**config.mk**
```make
export PLATFORM = sky130hd
export DESIGN_NAME = white_patch_balance
export DESIGN_NICKNAME = d
export VERILOG_FILES = /design/src/wpb_pkg.sv /design/src/wpb_front.sv /design/src/wpb_queue.sv /design/src/wpb_lane.sv /design/src/wpb_back.sv /design/src/white_patch_balance.sv
export VERILOG_INCLUDE_DIRS = /design/src /design/src/src
export SDC_FILE = /design/constraint.sdc
export NUM_CORES = 1
export LEC_CHECK = 0
export BUFFER_PORTS_ARGS = -buffer_cell sky130_fd_sc_hd__buf_2
export CORE_UTILIZATION = 55
export DETAILED_ROUTE_END_ITERATION = 8
export PLACE_DENSITY_LB_ADDON = 0.08
export SLEW_MARGIN = 10
export SYNTH_ARGS = -nofsm -noshare
export SYNTH_HDL_FRONTEND = slang
export SYNTH_SLANG_ARGS = --single-unit
export TNS_END_PERCENT = 50
```
**constraint.sdc**
```tcl
create_clock -name clk_i -period 6.42 [get_ports clk_i]
set_input_delay 1.284 -clock clk_i [delete_from_list [all_inputs] [get_ports clk_i]]
set_output_delay 1.284 -clock clk_i [all_outputs]
set_load 0.005 [all_outputs]
```
**src/white_patch_balance_defines.svh**
```systemverilog
// ----------------------------------------------------------------------------
// White patch balance assertion macros
// Shared concurrent assertion forms, clocked on clk_i and held off in reset.
// ----------------------------------------------------------------------------
`ifndef WHITE_PATCH_BALANCE_DEFINES_SVH
`define WHITE_PATCH_BALANCE_DEFINES_SVH

// same-cycle implication
`define WPB_ASSERT_NOW(label, ante, cons) \
  label: assert property (@(posedge clk_i) disable iff (!rst_ni) (ante) |-> (cons)) \
    else $error("white_patch_balance: assertion failed");

// next-cycle implication
`define WPB_ASSERT_NEXT(label, ante, cons) \
  label: assert property (@(posedge clk_i) disable iff (!rst_ni) (ante) |=> (cons)) \
    else $error("white_patch_balance: assertion failed");

`endif

```
**src/wpb_pkg.sv**
```systemverilog
`timescale 1ns / 1ps
// ----------------------------------------------------------------------------
// White patch balance package
// Payload types, command and register codes, and sizing constants.
// ----------------------------------------------------------------------------
package wpb_pkg;

  localparam int unsigned PixW         = 8;
  localparam int unsigned ProdW        = 2 * PixW;
  localparam int unsigned CfgIndexW    = 2;
  localparam int unsigned CfgDataW     = 8;
  localparam int unsigned DivSteps     = PixW;
  localparam int unsigned StepW        = $clog2(DivSteps);
  localparam int unsigned QueueDepthDef = 2;

  localparam logic [PixW-1:0] PixMax   = {PixW{1'b1}};
  localparam logic [PixW-1:0] WhiteRst = {PixW{1'b1}};

  localparam logic CMD_GATHER = 1'b0;
  localparam logic CMD_APPLY  = 1'b1;

  localparam logic [CfgIndexW-1:0] CFG_WHITE_RED   = 2'd0;
  localparam logic [CfgIndexW-1:0] CFG_WHITE_GREEN = 2'd1;
  localparam logic [CfgIndexW-1:0] CFG_WHITE_BLUE  = 2'd2;

  typedef struct packed {
    logic            command;
    logic            first_pixel;
    logic [PixW-1:0] in_red;
    logic [PixW-1:0] in_green;
    logic [PixW-1:0] in_blue;
  } pix_in_t;

  typedef struct packed {
    logic [PixW-1:0] out_red;
    logic [PixW-1:0] out_green;
    logic [PixW-1:0] out_blue;
  } pix_out_t;

  typedef struct packed {
    logic [PixW-1:0] red;
    logic [PixW-1:0] green;
    logic [PixW-1:0] blue;
    logic [PixW-1:0] peak_red;
    logic [PixW-1:0] peak_green;
    logic [PixW-1:0] peak_blue;
    logic [PixW-1:0] white_red;
    logic [PixW-1:0] white_green;
    logic [PixW-1:0] white_blue;
  } job_t;

  typedef struct packed {
    logic full;
    logic empty;
  } q_status_t;

  typedef struct packed {
    logic start;
    logic step;
  } lane_ctrl_t;

endpackage

```
**src/wpb_front.sv**
```systemverilog
`timescale 1ns / 1ps
// ----------------------------------------------------------------------------
// White patch balance front end
// Holds target levels and channel peaks, folds gather pixels into the peaks
// and queues apply pixels with the peaks and targets they use.
// ----------------------------------------------------------------------------
module wpb_front (
  input  logic                              clk_i,
  input  logic                              rst_ni,
  input  logic                              in_valid_i,
  output logic                              in_stall_o,
  input  wpb_pkg::pix_in_t                  in_req_i,
  input  logic                              cfg_valid_i,
  output logic                              cfg_ready_o,
  input  logic [wpb_pkg::CfgIndexW-1:0]     cfg_index_i,
  input  logic [wpb_pkg::CfgDataW-1:0]      cfg_data_i,
  input  wpb_pkg::q_status_t                q_status_i,
  output logic                              q_push_o,
  output wpb_pkg::job_t                     q_job_o
);
  import wpb_pkg::*;

  logic [PixW-1:0] white_red_q, white_green_q, white_blue_q;
  logic [PixW-1:0] peak_red_q, peak_green_q, peak_blue_q;
  logic            accept;
  logic            cfg_write;

  assign in_stall_o  = q_status_i.full;
  assign cfg_ready_o = 1'b1;
  assign accept      = in_valid_i && !in_stall_o;
  assign cfg_write   = cfg_valid_i && cfg_ready_o;
  assign q_push_o    = accept && (in_req_i.command == CMD_APPLY);

  always_comb begin
    q_job_o.red         = in_req_i.in_red;
    q_job_o.green       = in_req_i.in_green;
    q_job_o.blue        = in_req_i.in_blue;
    q_job_o.peak_red    = peak_red_q;
    q_job_o.peak_green  = peak_green_q;
    q_job_o.peak_blue   = peak_blue_q;
    q_job_o.white_red   = white_red_q;
    q_job_o.white_green = white_green_q;
    q_job_o.white_blue  = white_blue_q;
  end

  always_ff @(posedge clk_i or negedge rst_ni) begin
    if (!rst_ni) begin
      white_red_q   <= WhiteRst;
      white_green_q <= WhiteRst;
      white_blue_q  <= WhiteRst;
    end else if (cfg_write) begin
      case (cfg_index_i)
        CFG_WHITE_RED:   white_red_q   <= cfg_data_i[PixW-1:0];
        CFG_WHITE_GREEN: white_green_q <= cfg_data_i[PixW-1:0];
        CFG_WHITE_BLUE:  white_blue_q  <= cfg_data_i[PixW-1:0];
        default: ;
      endcase
    end
  end

  always_ff @(posedge clk_i or negedge rst_ni) begin
    if (!rst_ni) begin
      peak_red_q   <= '0;
      peak_green_q <= '0;
      peak_blue_q  <= '0;
    end else if (accept && (in_req_i.command == CMD_GATHER)) begin
      if (in_req_i.first_pixel) begin
        peak_red_q   <= in_req_i.in_red;
        peak_green_q <= in_req_i.in_green;
        peak_blue_q  <= in_req_i.in_blue;
      end else begin
        if (in_req_i.in_red > peak_red_q)     peak_red_q   <= in_req_i.in_red;
        if (in_req_i.in_green > peak_green_q) peak_green_q <= in_req_i.in_green;
        if (in_req_i.in_blue > peak_blue_q)   peak_blue_q  <= in_req_i.in_blue;
      end
    end
  end

endmodule

```
**src/wpb_queue.sv**
```systemverilog
`timescale 1ns / 1ps
// ----------------------------------------------------------------------------
// White patch balance job queue
// Short FIFO of apply jobs between the front end and the divider back end.
// ----------------------------------------------------------------------------
module wpb_queue #(
  parameter int unsigned Depth = 2
) (
  input  logic               clk_i,
  input  logic               rst_ni,
  input  logic               push_i,
  input  wpb_pkg::job_t      push_job_i,
  input  logic               pop_i,
  output wpb_pkg::job_t      head_job_o,
  output wpb_pkg::q_status_t status_o
);
  import wpb_pkg::*;

  localparam int unsigned PtrW = $clog2(Depth);
  localparam int unsigned CntW = $clog2(Depth + 1);

  job_t            slot_q [Depth];
  logic [PtrW-1:0] wr_ptr_q, rd_ptr_q;
  logic [CntW-1:0] count_q;

  assign status_o.full  = (count_q == CntW'(Depth));
  assign status_o.empty = (count_q == '0);
  assign head_job_o     = slot_q[rd_ptr_q];

  always_ff @(posedge clk_i) begin
    if (push_i) begin
      slot_q[wr_ptr_q] <= push_job_i;
    end
  end

  always_ff @(posedge clk_i or negedge rst_ni) begin
    if (!rst_ni) begin
      wr_ptr_q <= '0;
      rd_ptr_q <= '0;
      count_q  <= '0;
    end else begin
      if (push_i) begin
        wr_ptr_q <= (wr_ptr_q == PtrW'(Depth - 1)) ? '0 : wr_ptr_q + 1'b1;
      end
      if (pop_i) begin
        rd_ptr_q <= (rd_ptr_q == PtrW'(Depth - 1)) ? '0 : rd_ptr_q + 1'b1;
      end
      if (push_i && !pop_i) begin
        count_q <= count_q + 1'b1;
      end else if (pop_i && !push_i) begin
        count_q <= count_q - 1'b1;
      end
    end
  end

endmodule

```
**src/wpb_lane.sv**
```systemverilog
`timescale 1ns / 1ps
// ----------------------------------------------------------------------------
// White patch balance channel lane
// Multiplies a component by its target level, then divides by the peak one
// quotient bit per step, with saturation and zero-peak handling.
// ----------------------------------------------------------------------------
module wpb_lane (
  input  logic                      clk_i,
  input  wpb_pkg::lane_ctrl_t       ctrl_i,
  input  logic [wpb_pkg::PixW-1:0]  value_i,
  input  logic [wpb_pkg::PixW-1:0]  white_i,
  input  logic [wpb_pkg::PixW-1:0]  peak_i,
  output logic [wpb_pkg::PixW-1:0]  result_o
);
  import wpb_pkg::*;

  logic [ProdW-1:0] prod;
  logic [PixW:0]    trial;
  logic [PixW:0]    diff;
  logic             fits;
  logic [PixW-1:0]  rem_q, low_q, quo_q, peak_q;
  logic             zero_q, sat_q;

  always_comb begin
    prod  = {{PixW{1'b0}}, value_i} * {{PixW{1'b0}}, white_i};
    trial = {rem_q, low_q[PixW-1]};
    fits  = (trial >= {1'b0, peak_q});
    diff  = trial - {1'b0, peak_q};
  end

  always_ff @(posedge clk_i) begin
    if (ctrl_i.start) begin
      rem_q  <= prod[ProdW-1:PixW];
      low_q  <= prod[PixW-1:0];
      quo_q  <= '0;
      peak_q <= peak_i;
      zero_q <= (peak_i == '0);
      sat_q  <= (prod[ProdW-1:PixW] >= peak_i);
    end else if (ctrl_i.step) begin
      rem_q <= fits ? diff[PixW-1:0] : trial[PixW-1:0];
      low_q <= {low_q[PixW-2:0], 1'b0};
      quo_q <= {quo_q[PixW-2:0], fits};
    end
  end

  assign result_o = zero_q ? '0 : (sat_q ? PixMax : quo_q);

endmodule

```
**src/wpb_back.sv**
```systemverilog
`timescale 1ns / 1ps
// ----------------------------------------------------------------------------
// White patch balance back end
// Takes queued apply jobs, runs the three channel lanes through the division
// and holds the corrected pixel in the output register.
// ----------------------------------------------------------------------------
module wpb_back (
  input  logic               clk_i,
  input  logic               rst_ni,
  input  wpb_pkg::q_status_t q_status_i,
  input  wpb_pkg::job_t      q_job_i,
  output logic               q_pop_o,
  output logic               out_valid_o,
  input  logic               out_stall_i,
  output wpb_pkg::pix_out_t  out_rsp_o
);
  import wpb_pkg::*;

  localparam logic [1:0] ST_IDLE = 2'd0;
  localparam logic [1:0] ST_DIV  = 2'd1;
  localparam logic [1:0] ST_DONE = 2'd2;

  logic [1:0]       state_q;
  logic [StepW-1:0] step_cnt_q;
  lane_ctrl_t       lane_ctrl;
  logic             load_out;
  logic             out_valid_q;
  pix_out_t         out_q;
  pix_out_t         lane_res;

  always_comb begin
    q_pop_o         = (state_q == ST_IDLE) && !q_status_i.empty;
    lane_ctrl.start = q_pop_o;
    lane_ctrl.step  = (state_q == ST_DIV);
    load_out        = (state_q == ST_DONE) && (!out_valid_q || !out_stall_i);
  end

  wpb_lane u_lane_red (
    .clk_i   (clk_i),
    .ctrl_i  (lane_ctrl),
    .value_i (q_job_i.red),
    .white_i (q_job_i.white_red),
    .peak_i  (q_job_i.peak_red),
    .result_o(lane_res.out_red)
  );

  wpb_lane u_lane_green (
    .clk_i   (clk_i),
    .ctrl_i  (lane_ctrl),
    .value_i (q_job_i.green),
    .white_i (q_job_i.white_green),
    .peak_i  (q_job_i.peak_green),
    .result_o(lane_res.out_green)
  );

  wpb_lane u_lane_blue (
    .clk_i   (clk_i),
    .ctrl_i  (lane_ctrl),
    .value_i (q_job_i.blue),
    .white_i (q_job_i.white_blue),
    .peak_i  (q_job_i.peak_blue),
    .result_o(lane_res.out_blue)
  );

  always_ff @(posedge clk_i or negedge rst_ni) begin
    if (!rst_ni) begin
      state_q    <= ST_IDLE;
      step_cnt_q <= '0;
    end else begin
      case (state_q)
        ST_IDLE: begin
          if (q_pop_o) begin
            state_q    <= ST_DIV;
            step_cnt_q <= '0;
          end
        end
        ST_DIV: begin
          step_cnt_q <= step_cnt_q + 1'b1;
          if (step_cnt_q == StepW'(DivSteps - 1)) begin
            state_q <= ST_DONE;
          end
        end
        ST_DONE: begin
          if (load_out) begin
            state_q <= ST_IDLE;
          end
        end
        default: state_q <= ST_IDLE;
      endcase
    end
  end

  always_ff @(posedge clk_i or negedge rst_ni) begin
    if (!rst_ni) begin
      out_valid_q <= 1'b0;
    end else if (load_out) begin
      out_valid_q <= 1'b1;
    end else if (!out_stall_i) begin
      out_valid_q <= 1'b0;
    end
  end

  always_ff @(posedge clk_i) begin
    if (load_out) begin
      out_q <= lane_res;
    end
  end

  assign out_valid_o = out_valid_q;
  assign out_rsp_o   = out_q;

endmodule

```
**src/white_patch_balance.sv**
```systemverilog
`timescale 1ns / 1ps
// ----------------------------------------------------------------------------
// White patch balance top level
// Max-RGB white balance: gather requests track channel peaks, apply requests
// scale each channel by target level over peak, saturated to full scale.
// ----------------------------------------------------------------------------
//  channel  direction  handshake                  payload
//  in       input      in_valid_i / in_stall_o    in_req_i   (pix_in_t)
//  out      output     out_valid_o / out_stall_i  out_rsp_o  (pix_out_t)
//  cfg      input      cfg_valid_i / cfg_ready_o  cfg_index_i, cfg_data_i
//
//  A gather request updates the peaks in the front end and yields no result.
//  An apply request: the back end registers the product as it takes the job,
//  runs eight restoring division steps in the channel lanes, then loads the
//  output register; the shared divider loop sets the apply rate.
//  Reset clears the peaks to zero and the target levels to full scale.
//  in_stall_o rises only while the job queue is full; out_stall_i holds the
//  result register and, once the back end finishes, the next job.
// ----------------------------------------------------------------------------
`include "white_patch_balance_defines.svh"

module white_patch_balance #(
  parameter int unsigned QueueDepth = wpb_pkg::QueueDepthDef
) (
  input  logic                          clk_i,
  input  logic                          rst_ni,
  input  logic                          in_valid_i,
  output logic                          in_stall_o,
  input  wpb_pkg::pix_in_t              in_req_i,
  output logic                          out_valid_o,
  input  logic                          out_stall_i,
  output wpb_pkg::pix_out_t             out_rsp_o,
  input  logic                          cfg_valid_i,
  output logic                          cfg_ready_o,
  input  logic [wpb_pkg::CfgIndexW-1:0] cfg_index_i,
  input  logic [wpb_pkg::CfgDataW-1:0]  cfg_data_i
);
  import wpb_pkg::*;

  q_status_t q_status;
  logic      q_push;
  logic      q_pop;
  job_t      push_job;
  job_t      head_job;
  logic      gather_accept;

  assign gather_accept = in_valid_i && !in_stall_o && (in_req_i.command == CMD_GATHER);

  wpb_front u_front (
    .clk_i      (clk_i),
    .rst_ni     (rst_ni),
    .in_valid_i (in_valid_i),
    .in_stall_o (in_stall_o),
    .in_req_i   (in_req_i),
    .cfg_valid_i(cfg_valid_i),
    .cfg_ready_o(cfg_ready_o),
    .cfg_index_i(cfg_index_i),
    .cfg_data_i (cfg_data_i),
    .q_status_i (q_status),
    .q_push_o   (q_push),
    .q_job_o    (push_job)
  );

  wpb_queue #(
    .Depth(QueueDepth)
  ) u_queue (
    .clk_i     (clk_i),
    .rst_ni    (rst_ni),
    .push_i    (q_push),
    .push_job_i(push_job),
    .pop_i     (q_pop),
    .head_job_o(head_job),
    .status_o  (q_status)
  );

  wpb_back u_back (
    .clk_i      (clk_i),
    .rst_ni     (rst_ni),
    .q_status_i (q_status),
    .q_job_i    (head_job),
    .q_pop_o    (q_pop),
    .out_valid_o(out_valid_o),
    .out_stall_i(out_stall_i),
    .out_rsp_o  (out_rsp_o)
  );

  `WPB_ASSERT_NOW(a_gather_not_queued, gather_accept, !q_push)
  `WPB_ASSERT_NEXT(a_push_fills_queue, q_push, !q_status.empty)
  `WPB_ASSERT_NOW(a_pop_has_job, q_pop, !q_status.empty)

endmodule
```
Word level (Yosys, flattened, before mapping)
Memories as Yosys holds them, arrays and structs flattened.
Index checks and enable logic that the tools add are counted.
- RAM bits: 144
- flip-flop bits (word level): 184
- memories kept: 1
- logic and storage cells: 137
- ROM bits: 0
- bits in latches: 0
- output and inout port bits: 27
- input port bits: 41
- bitwise logic cells: 1
- shift operators: 0
- $mul: 3
- reduce and logical (&&, ||, !) cells: 34
- add/subtract/negate cells: 8
- multiplexer cells: 38
- equal/unequal tests: 10
- div/mod/pow operators: 0
- $lt $le $gt $ge: 9
- memories (name ; depth ; bits a word ; rd ports ; clocked after memory_dff ; wr ports ; line ; source):
    u_queue.slot_q ; 2 ; 72 ; 1 ; 0 ; 1 ; wpb_queue.sv:22 ; job_t slot_q [Depth];
- operators with widths (operator ; number):
    8-bit 2-to-1 mux ; 24
    8-bit by 8-bit multiplier with 16-bit output ; 3
    9-bit by 8-bit >= comparator with 1-bit output ; 3
    8-bit >= comparator ; 3
    8-bit > comparator ; 3
    8-bit zero test ; 3
    8-bit subtractor ; 3
    2-bit AND reduction ; 7
    2-bit nonzero test ; 6
    2-bit 2-to-1 mux ; 5
    1-bit logical AND ; 7
    2-bit == test (second input constant) ; 3
    1-bit zero test ; 6
    2-bit zero test ; 3
    1-bit 2-to-1 mux ; 6
    2-bit case mux with 3 select lines ; 1
    3-bit case mux with 2 select lines ; 1
    2-bit by 1-bit == test with 1-bit output (second input constant) ; 2
    2-bit by 1-bit != test with 1-bit output (second input constant) ; 2
    2-bit != test (second input constant) ; 2
    3-bit by 1-bit adder with 3-bit output (second input constant) ; 1
    3-bit == test (second input constant) ; 1
    3-bit 2-to-1 mux ; 1
    3-bit AND reduction ; 1
    5 further kinds ; 6

Longest topological paths before layout
Gate-level depths: netlist of run 1.
- word-level depth: 8
- gate-level depth with buffers: 24
- mapped depth without buffers: 22

Hierarchy
Synthesis of run 1 repeated with hierarchy kept, for this count alone.
- cell total of the unflattened synthesis: 1783
- area total of the unflattened synthesis: 21650.8 µm²
- by module, submodules not included (module ; cells each ; times used ; seq. area each (µm²) ; area each (µm²)):
    wpb_queue ; 240 ; 1 ; 4424.2 ; 5731.7
    wpb_lane at u_back.u_lane_blue ; 429 ; 1 ; 940.9 ; 4116.4
    wpb_lane at u_back.u_lane_green ; 426 ; 1 ; 940.9 ; 4063.9
    wpb_lane at u_back.u_lane_red ; 421 ; 1 ; 940.9 ; 4053.9
    wpb_front ; 221 ; 1 ; 1231.2 ; 2701.3
    wpb_back ; 46 ; 1 ; 870.8 ; 983.4

Least setup slack after synthesis of run 1
OpenSTA, ideal clock, no wires.
- path type: register -> register
- start: register u_queue.rd_ptr_q
- end: register u_back.u_lane_red.sat_q (data pin)
- clock period less this slack: 5.922 ns
- setup slack: 0.498 ns
- cell stages (with the launch flop): 21
- path buffers: 2
- library setup time: 0.264 ns
- data required time: 6.156 ns
- arrival: 5.658 ns
- path through: dfrtp_1 > clkbuf_1 > buf_2 > mux2i_1 > nor2_1 > fa_1 > fa_1 > fa_1 > inv_1 > fa_1 > inv_1 > ha_1 > a21o_1 > or3_1 > o221ai_1 > mux2_2 > nor3_1 > ha_1 > o21ai_0 > a21oi_1 > o41a_1
- longest elaborated chain between the ends: 3
- ends and longest elaborated chain (item ; line ; source):
    start: declaration ; wpb_queue.sv:23 ; logic [PtrW-1:0] wr_ptr_q, rd_ptr_q;
    start signal: assignment ; wpb_queue.sv:46 ; rd_ptr_q <= (rd_ptr_q == PtrW'(Depth - 1)) ? '0 : rd_ptr_q + 1'b1;
    memory 2 x 72 bit (*) ; n/a ;
    8-bit by 8-bit multiplier with 16-bit output ; wpb_lane.sv:25 ; prod = {{PixW{1'b0}}, value_i} * {{PixW{1'b0}}, white_i};
    8-bit >= comparator (*) ; wpb_lane.sv:38 ; sat_q <= (prod[ProdW-1:PixW] >= peak_i);
    end signal: assignment ; wpb_lane.sv:38 ;
    end: declaration ; wpb_lane.sv:22 ; logic zero_q, sat_q;
Mark *: on every way between the ends. The rest lies on a longest branch, timed or not.
A chain may end at the register's enable or synchronous reset.

Worst setup path in the final report of run 1
- start: register u_queue.rd_ptr_q
- end: register u_back.u_lane_blue.sat_q (data pin)
- longest elaborated chain between the ends: 3
- ends and longest elaborated chain (item ; line):
    memory 2 x 72 bit (*) ; n/a
    8-bit by 8-bit multiplier with 16-bit output ; wpb_lane.sv:25
    8-bit >= comparator (*) ; wpb_lane.sv:38
    end signal: assignment ; wpb_lane.sv:38
    end: declaration ; wpb_lane.sv:22
Marked as above.

==> results of run 1 <==
critical path, delay by kind of cell, from the launching register on:
family / cells / cell delay [ns]
AOI/OAI and AO/OA: 7 / 1.25
adders and majority gates: 6 / 2.68
muxes: 1 / 0.11
and+or+nand+nor: 1 / 0.30
DFF: 1 / 0.61
xor gates and xnor gates: 1 / 0.24
buffers and inverters: 5 / 0.62
through the flow:
stage | instance area [µm²] | utilization [%] | hold WS [ns] | instances | worst slack [ns]
after floorplan | 20600 | - | 0.436 | 1807 | 0.498
after global placement | 21900 | 59.4 | 0.444 | 2366 | 0.303
after detailed placement | 21900 | 59.4 | 0.451 | 2366 | 0.169
after CTS | 23100 | 62.7 | 0.459 | 2434 | 0.170
after global routing | 23100 | 62.8 | 0.495 | 2436 | 0.00582
final | 23100 | 62.8 | 0.455 | 2436 | 0.317
path summary, 6_finish.rpt:
kind	start	end	slack (ns)	cells after the start
worst max-delay path	u_queue.rd_ptr_q$_DFFE_PN0P_	u_back.u_lane_blue.sat_q$_DFFE_PP_	0.32	21
worst min-delay path	u_back.u_lane_green.quo_q[7]$_SDFFE_PP0P_	u_back.u_lane_green.quo_q[7]$_SDFFE_PP0P_	0.45	2
worst max register to register	u_queue.rd_ptr_q$_DFFE_PN0P_	u_back.u_lane_blue.sat_q$_DFFE_PP_	0.32	21
worst min register to register	u_back.u_lane_green.quo_q[7]$_SDFFE_PP0P_	u_back.u_lane_green.quo_q[7]$_SDFFE_PP0P_	0.45	2
max in group asynchronous	rst_ni	u_queue.rd_ptr_q$_DFFE_PN0P_	4.81	2
min in group asynchronous	rst_ni	u_front.peak_red_q[1]$_DFFE_PN0P_	0.87	2
kinds of logic after synthesis:
logic type	count (synthesis)	share of synthesized area, %
AOI/OAI and AO/OA	222	7.41
muxes	152	7.87
adders and majority gates	294	21.9
xor gates and xnor gates	44	1.87
and+or+nand+nor	499	10.7
DFF	328	45.3
other	1	0.0182
buffers and inverters	267	4.97
metal layers:
metal	track usage (%)	vias up
met5	0	-
met4	7.12	0
met3	3.42	61
met2	37.6	292
met1	30.6	6325
li1	-	6481
cell usage after synthesis, types with 7 or more instances:
| cell | instances |
|---|---|
| xor2_1 | 21 |
| nand2b_1 | 12 |
| dfxtp_1 | 24 |
| or2_2 | 29 |
| dfstp_2 | 24 |
| nor2b_1 | 19 |
| mux2i_1 | 83 |
| xnor2_1 | 23 |
| nor2_1 | 254 |
| dfrtp_1 | 34 |
| nand3_1 | 10 |
| nor3_1 | 21 |
| mux2_2 | 61 |
| edfxtp_1 | 246 |
| inv_1 | 233 |
| a211oi_1 | 10 |
| nand4_1 | 12 |
| a21oi_1 | 50 |
| o21a_1 | 18 |
| o21ai_0 | 73 |
| fa_1 | 111 |
| clkbuf_1 | 23 |
| nand2_1 | 115 |
| a21o_1 | 15 |
| ha_1 | 183 |
| buf_2 | 7 |
timing repair:
item / CTS / global route
gates resized for setup: 0 / 1
endpoints found under the setup margin: 0 / 1
hold buffers: 0 / 0
layout make-up:
cell class                      count  share of cell area (%)
Timing Repair Buffer              125                    3.35
Clock buffer                       48                    4.55
Tap cell                          468                    2.54
Multi-Input combinational cell   1212                    44.5
Antenna cell                        2                  0.0217
Inverter                          233                    3.79
Clock inverter                     20                   0.721
Sequential cell                   328                    40.5
==> impl_metrics.ini, run 1 <==
[outcome]
status = finished, final reports clean

[worst_setup_path]
crit_slowest_cell = dfrtp_4
end_kind = flip-flop
worstPathRequired_ns = 6.70
slowest_delay_ns = 0.61
crit_fanout = 17
worstSetupPathType = flip-flop to flip-flop
critPathLaunchType = flip-flop
crit_arrival_ns = 6.38
crit_top_cell = fa_1
path_cells = buf_4 > mux2i_1 > buf_4 > or2_2 > fa_1 > fa_1 > inv_1 > fa_1 > inv_1 > fa_1 > inv_1 > ha_1 > o21a_1 > o21a_1 > a21oi_1 > o21ai_0 > xor2_1 > ha_1 > o21ai_0 > a21oi_1 > o41a_1

[logic_synthesis]
synth_area_leader_cell = edfxtp_1
ys_ff_latch = 328
synthFlopType = edfxtp_1
syn-cell-area_um2 = 20600
ys_warn_count = 0
synth_top_area_share_pct = 35.8
syn_nets = 2142
synth_top_cells_by_area = edfxtp_1 (36%), ha_1 (11%), fa_1 (11%)
synth-edff-count = 246
async_reset_ff_share_pct = 17.7
ys_seq_area_share_pct = 45.3
post_synth_num_cell_types = 75
postSynthAreaPerCell_um2 = 11.4
syn_inst = 1807

[clocking]
clk_latency_ns = 0.54
cts_setup_buffers = 0
htreeDepth = 2
cts_buffers = 37
clockBufferDepth = 3
path_clk_slew_ns = 0.06
clock-sinks = 328
cts-root-buf = clkbuf_16
cts_tree = built

[floorplanning]
rows = 70
design.die.area_um2 = 38300
die_height_um = 196
num_io_pins = 68
start_util_pct = 56.1
die_w_um = 196
core_um2 = 36800

[detailed_routing]
routed_wl_mm = 41.2
top_layer_used = met4
wl_met1_mm = 19.3
viasPerCell = 5.40
drt_iter0_drc = 572
firstDrtPassIters = 6
drc_errors = 0
ant_nets = 0
vias = 13200
wl_met3_mm = 1.82
wl_met2_mm = 19.2
wire_per_inst_um = 16.9

[sta]
period_needed_ns = 6.10
hold_viol = 0
maxSlewHeadroom_pct = 34.1
setup_tns_ns = 0
rsz0062_at_grt = no
clock_skew_ns = 0.0191
slew_viol_final = 0
fin_crit_sh_pct = 95.1
fmax_ghz = 0.164
setup_viol = 0
worst_pin_slew_ns = 0.961

[placement]
portBuffers = 66
dp_hpwl_mm = 31.0
place_congestion = 0.855

[layout]
area_growth_pct = 12.0
seq_area_um2 = 9350
largest_reg_flops = 144
multi_input_area_um2 = 10300
finalNetCount = 2272
largest_register = u_queue.slot_q
final_common_cell = nor2_1
drive_gt1_share_pct = 16.8
final_cell_mix = nor2_1 (253), edfxtp_1 (246), inv_1 (232)
fill_cells = 2988

[global_routing]
antenna_found_initial = 3
grtUsageTotal_pct = 22.6
grt_max_degree = 59
grt_pass1_vias = 13700
grt_pass1_wl_mm = 68.5
grt-ovfl-total = 0

[run]
cap_violations = 0

[hold_path]
hold_path.class = flip-flop to flip-flop
Power of run 1 is not shown: default switching activity piles up to over one toggle a cycle in this logic, so the estimate is an artifact.
==> run 2, diff against run 1 <==
--- a/config.mk
+++ b/config.mk
@@ -6,7 +6,9 @@
 export SDC_FILE = /design/constraint.sdc
 export NUM_CORES = 1
 export LEC_CHECK = 0
+export ABC_AREA = 1
 export BUFFER_PORTS_ARGS = -buffer_cell sky130_fd_sc_hd__buf_2
+export CORE_MARGIN = 5
 export CORE_UTILIZATION = 55
 export DETAILED_ROUTE_END_ITERATION = 8
 export PLACE_DENSITY_LB_ADDON = 0.08
==> impl_metrics.ini, run 2 <==
[floorplanning]
design.die.area_um2 = 42700
num_io_pins = 68
rows = 72
start_util_pct = 55.3
die_height_um = 207
core_um2 = 38500
die_w_um = 207

[sta]
setup_slack_ns = 0.435
maxSlewHeadroom_pct = 27.1
fin_crit_sh_pct = 93.2
setup_tns_ns = 0
slew_viol_final = 0
setup_viol = 0
clock_skew_ns = 0.0175
hold_viol = 0
worst_pin_slew_ns = 1.09
rsz0062_at_grt = no
fmax_ghz = 0.167
period_needed_ns = 5.99

[logic_synthesis]
ys_top_cells_by_count = nand2_1 (444), inv_1 (383), edfxtp_1 (246), nor2_1 (239), ha_1 (183)
synth_top_cells_by_area = edfxtp_1 (35%), ha_1 (11%), fa_1 (10%)
synth_area_leader_cell = edfxtp_1
post_synth_num_cell_types = 42
syn_nets = 2581
ys_seq_area_share_pct = 43.9
postSynthAreaPerCell_um2 = 9.48
synth_top_area_share_pct = 34.7
synth-edff-count = 246
syn-cell-area_um2 = 21300
synthFlopType = edfxtp_1
ys_warn_count = 0
syn_inst = 2246
async_reset_ff_share_pct = 17.7
synth.most_common_cell = nand2_1
ys_ff_latch = 328

[worst_setup_path]
reg2regPathDepth = 21
end_kind = flip-flop
worstReg2RegEnd = u_back.u_lane_blue.sat_q$_DFFE_PP_
cp-endpoint = u_back.u_lane_blue.sat_q$_DFFE_PP_
worstPathRequired_ns = 6.69
crit_arrival_ns = 6.25
r2r-start = u_queue.rd_ptr_q$_DFFE_PN0P_
reg2reg_slack_ns = 0.43
critPathLaunchType = flip-flop
crit_fanout = 23
startpoint = u_queue.rd_ptr_q$_DFFE_PN0P_
worstSetupPathType = flip-flop to flip-flop

[placement]
place_congestion = 0.877
portBuffers = 66
dp_hpwl_mm = 34.6
dp_slack_ns = 0.435

[layout]
final_cell_mix = nand2_1 (444), inv_1 (383), edfxtp_1 (246)
area_growth_pct = 11.1
finalNetCount = 2704
largest_reg_flops = 144
final_common_cell = nand2_1
drive_gt1_share_pct = 11.2
largest_register = u_queue.slot_q

[run]
cap_violations = 0

[clocking]
cts_buffers = 36
cts_setup_buffers = 0
cts-root-buf = clkbuf_16
cts_hold_buf = 0
htreeDepth = 2
path_clk_slew_ns = 0.06
cts_tree = built
clock-sinks = 328
clk_latency_ns = 0.54
cts_resized = 0
clockBufferDepth = 3

[detailed_routing]
firstDrtPassIters = 7
vias = 15000
drc_errors = 0
wire_per_inst_um = 15.6
routed_wl_mm = 45.6
viasPerCell = 5.13
ant_nets = 0
drt_iter0_drc = 712

[global_routing]
grtUsageTotal_pct = 21.9
grt_max_degree = 66
grt_pass1_vias = 14800
antenna_found_initial = 5
grt_pass1_wl_mm = 74.7
grt-ovfl-total = 0

[hold_path]
hold_path.class = flip-flop to flip-flop

[outcome]
status = finished, final reports clean
==> run 2: cell count changes after synthesis, moves of 13 or more <==
cell and delta:
nand2_1 +329, inv_1 +150, nand3_1 +138, mux2_2 -61, mux2i_1 -41, a21oi_1 +24
or2_2 +22, o22ai_1 +20, nor2b_1 -19, nor3_1 -19, o21ai_0 -17, nor2_1 -15
and2_1 +13
==> run 2: routing by layer <==
metal | share of wire, % | track usage, % | wire length (µm) | up-vias
li1 | - | - | - | 7534
met1 | 49 | 32.2 | 22400 | 7042
met2 | 44 | 34.2 | 20000 | 297
met3 | 4.6 | 3.36 | 2090 | 71
met4 | 2.3 | 6.14 | 1060 | 8
met5 | 0.12 | 0 | 55 | -
==> run 2: worst max-delay path, stage by stage (launching register included) <==
cell and delay [ns]:
dfrtp_4 0.64, buf_12 0.22, mux2i_1 0.67, nor2_1 0.14
fa_1 0.48, fa_1 0.54, inv_1 0.05, fa_1 0.47
fa_1 0.55, inv_1 0.04, ha_1 0.37, nand2_1 0.12
nand3_1 0.17, nand2_1 0.10, nand2_1 0.06, or2_2 0.27
and2_1 0.15, ha_1 0.29, a21oi_1 0.15, o21ai_0 0.08
nand2_1 0.06, o2111ai_1 0.08
==> run 2: stage by stage <==
stage	instances	utilization, %	instance area (µm²)	hold WS, ns
after detailed placement	2849	58.5	22500	0.466
after floorplan	2246	-	21300	0.449
after global routing	2915	61.5	23600	0.499
final	2915	61.5	23600	0.477
after global placement	2849	58.5	22500	0.461
after CTS	2914	61.5	23600	0.477
==> run 2: final cells by class <==
type	instances	area (µm²)
clock inverters	20	169
well taps	518	648
repair buffers	119	753
clock buffers	45	965
multi-input cells	1498	10300
fillers	3325	14800
flip-flops and latches	328	9350
diodes	1	2.50
inverters	386	1450
==> run 2: worst min-delay path by stage <==
stage | from | end | slack (ns) | depth (start not counted)
final | u_back.u_lane_red.quo_q[7]$_SDFFE_PP0P_ | u_back.u_lane_red.quo_q[7]$_SDFFE_PP0P_ | 0.48 | 2
after global routing | u_back.step_cnt_q[0]$_DFFE_PN0P_ | u_back.step_cnt_q[0]$_DFFE_PN0P_ | 0.50 | 1
after CTS | u_back.u_lane_red.quo_q[7]$_SDFFE_PP0P_ | u_back.u_lane_red.quo_q[7]$_SDFFE_PP0P_ | 0.48 | 2
after detailed placement | u_back.u_lane_red.quo_q[7]$_SDFFE_PP0P_ | u_back.u_lane_red.quo_q[7]$_SDFFE_PP0P_ | 0.47 | 2
after global placement | u_back.u_lane_red.quo_q[7]$_SDFFE_PP0P_ | u_back.u_lane_red.quo_q[7]$_SDFFE_PP0P_ | 0.46 | 2
after floorplan | u_back.u_lane_blue.quo_q[7]$_SDFFE_PP0P_ | u_back.u_lane_blue.quo_q[7]$_SDFFE_PP0P_ | 0.45 | 2
==> run 2: kinds of logic after synthesis <==
family,Yosys count,share of synthesized area (%)
flops,328,43.9
buf+inv,420,7.73
compound gates,181,4.63
fa+ha+maj,294,21.2
simple gates,949,19.2
xor+xnor,31,1.28
other cells,1,0.0176
mux,42,1.98
Power of run 2 is left out for the same reason.
==> run 3, diff against run 2 <==
--- a/config.mk
+++ b/config.mk
@@ -11,6 +11,7 @@
 export CORE_MARGIN = 5
 export CORE_UTILIZATION = 55
 export DETAILED_ROUTE_END_ITERATION = 8
+export MAX_ROUTING_LAYER = met4
 export PLACE_DENSITY_LB_ADDON = 0.08
 export SLEW_MARGIN = 10
 export SYNTH_ARGS = -nofsm -noshare
==> impl_metrics.ini, run 3 (synthesized netlist as in run 2, its figures left out) <==
[outcome]
status = finished, final reports clean

[clocking]
cts_resized = 0
path_clk_slew_ns = 0.06
clock-sinks = 328
htreeDepth = 2
cts_tree = built
clockBufferDepth = 3
clk_latency_ns = 0.54
cts_setup_buffers = 0
cts_buffers = 36
cts_hold_buf = 0
cts-root-buf = clkbuf_16

[detailed_routing]
routed_wl_mm = 45.8
drc_errors = 0
viasPerCell = 5.16
vias = 15000
firstDrtPassIters = 7
drt_iter0_drc = 685
wire_per_inst_um = 15.7
ant_nets = 0

[layout]
fill_cells = 3323
final_common_cell = nand2_1
largest_reg_flops = 144
final_cell_mix = nand2_1 (444), inv_1 (383), edfxtp_1 (246)
drive_gt1_share_pct = 11.1
finalNetCount = 2700
area_growth_pct = 10.8
largest_register = u_queue.slot_q

[sta]
hold_viol = 0
fin_crit_sh_pct = 91.8
period_needed_ns = 5.89
maxSlewHeadroom_pct = 24.8
setup_tns_ns = 0
fmax_ghz = 0.170
worst_pin_slew_ns = 1.13
rsz0062_at_grt = no
clock_skew_ns = 0.0176
slew_viol_final = 0
setup_viol = 0

[hold_path]
hold_path.class = flip-flop to flip-flop

[global_routing]
antenna_found_initial = 5
grt-ovfl-total = 0
grt_pass1_vias = 14900
grt_max_degree = 73
gr-usage-met2_pct = 34.7
grt_pass1_wl_mm = 76.2
grtUsageTotal_pct = 23.0
grt_busiest_layer = met2
met3_usage_pct = 3.47
met1_usage_pct = 33.2

[floorplanning]
num_io_pins = 68
die_height_um = 207
core_um2 = 38500
start_util_pct = 55.3
rows = 72
design.die.area_um2 = 42700
die_w_um = 207

[placement]
place_congestion = 0.887
portBuffers = 66
dp_hpwl_mm = 34.6

[worst_setup_path]
end_kind = flip-flop
worstReg2RegEnd = u_back.u_lane_red.sat_q$_DFFE_PP_
reg2reg_slack_ns = 0.53
worstSetupPathType = flip-flop to flip-flop
reg2regPathDepth = 21
startpoint = u_queue.rd_ptr_q$_DFFE_PN0P_
crit_fanout = 59
crit_arrival_ns = 6.16
cp-endpoint = u_back.u_lane_red.sat_q$_DFFE_PP_
r2r-start = u_queue.rd_ptr_q$_DFFE_PN0P_
worstPathRequired_ns = 6.69
critPathLaunchType = flip-flop

[run]
cap_violations = 0
run 3: worst min-delay path by stage:
stage	startpoint	to	slack, ns	cells after the start
2_1_floorplan	u_back.u_lane_blue.quo_q[7]$_SDFFE_PP0P_	u_back.u_lane_blue.quo_q[7]$_SDFFE_PP0P_	0.45	2
3_3_place_gp	u_back.u_lane_red.quo_q[7]$_SDFFE_PP0P_	u_back.u_lane_red.quo_q[7]$_SDFFE_PP0P_	0.46	2
3_5_place_dp	u_back.u_lane_green.quo_q[7]$_SDFFE_PP0P_	u_back.u_lane_green.quo_q[7]$_SDFFE_PP0P_	0.47	2
4_1_cts	u_back.u_lane_green.quo_q[7]$_SDFFE_PP0P_	u_back.u_lane_green.quo_q[7]$_SDFFE_PP0P_	0.48	2
5_1_grt	u_back.u_lane_red.quo_q[7]$_SDFFE_PP0P_	u_back.u_lane_red.quo_q[7]$_SDFFE_PP0P_	0.51	2
6_report	u_back.step_cnt_q[0]$_DFFE_PN0P_	u_back.step_cnt_q[0]$_DFFE_PN0P_	0.48	1
run 3: area by class of cell:
class	count	area, µm²	share of cell area, %
Clock inverter	18	130	0.552
Clock buffer	46	980	4.15
Timing Repair Buffer	115	711	3.01
Sequential cell	328	9350	39.7
Multi-Input combinational cell	1498	10300	43.7
Antenna cell	5	12.5	0.0530
Inverter	386	1450	6.14
Tap cell	518	648	2.75
run 3: per-stage QoR:
step	cells	util (%)	worst slack (ns)	area, µm²	hold slack [ns]
3_5_place_dp	2845	58.4	0.505	22500	0.469
6_report	2914	61.3	0.526	23600	0.479
4_1_cts	2909	61.3	0.520	23600	0.480
5_1_grt	2914	61.3	0.156	23600	0.514
3_3_place_gp	2845	58.4	0.602	22500	0.461
2_1_floorplan	2246	-	1.08	21300	0.449
run 3: metal layers:
metal | up-vias | wire length, µm | share of wire [%]
met5 | - | 0 | 0
met4 | 0 | 864 | 1.9
met3 | 73 | 2220 | 4.8
met2 | 290 | 20100 | 44
met1 | 7143 | 22700 | 50
li1 | 7536 | - | -
run 3: critical path, stage by stage (launching register included):
cell	delay (ns)
dfrtp_4	0.44
buf_12	0.32
mux2i_1	0.76
nor2_1	0.15
fa_1	0.47
fa_1	0.49
inv_1	0.05
fa_1	0.48
fa_1	0.49
inv_1	0.04
ha_1	0.36
nand2_1	0.11
nand3_1	0.16
nand2_1	0.10
nand2_1	0.07
or2_2	0.28
and2_1	0.14
ha_1	0.29
a21oi_1	0.15
o21ai_0	0.11
nand2_1	0.07
o2111ai_1	0.09
Power of run 3 is left out for the same reason.
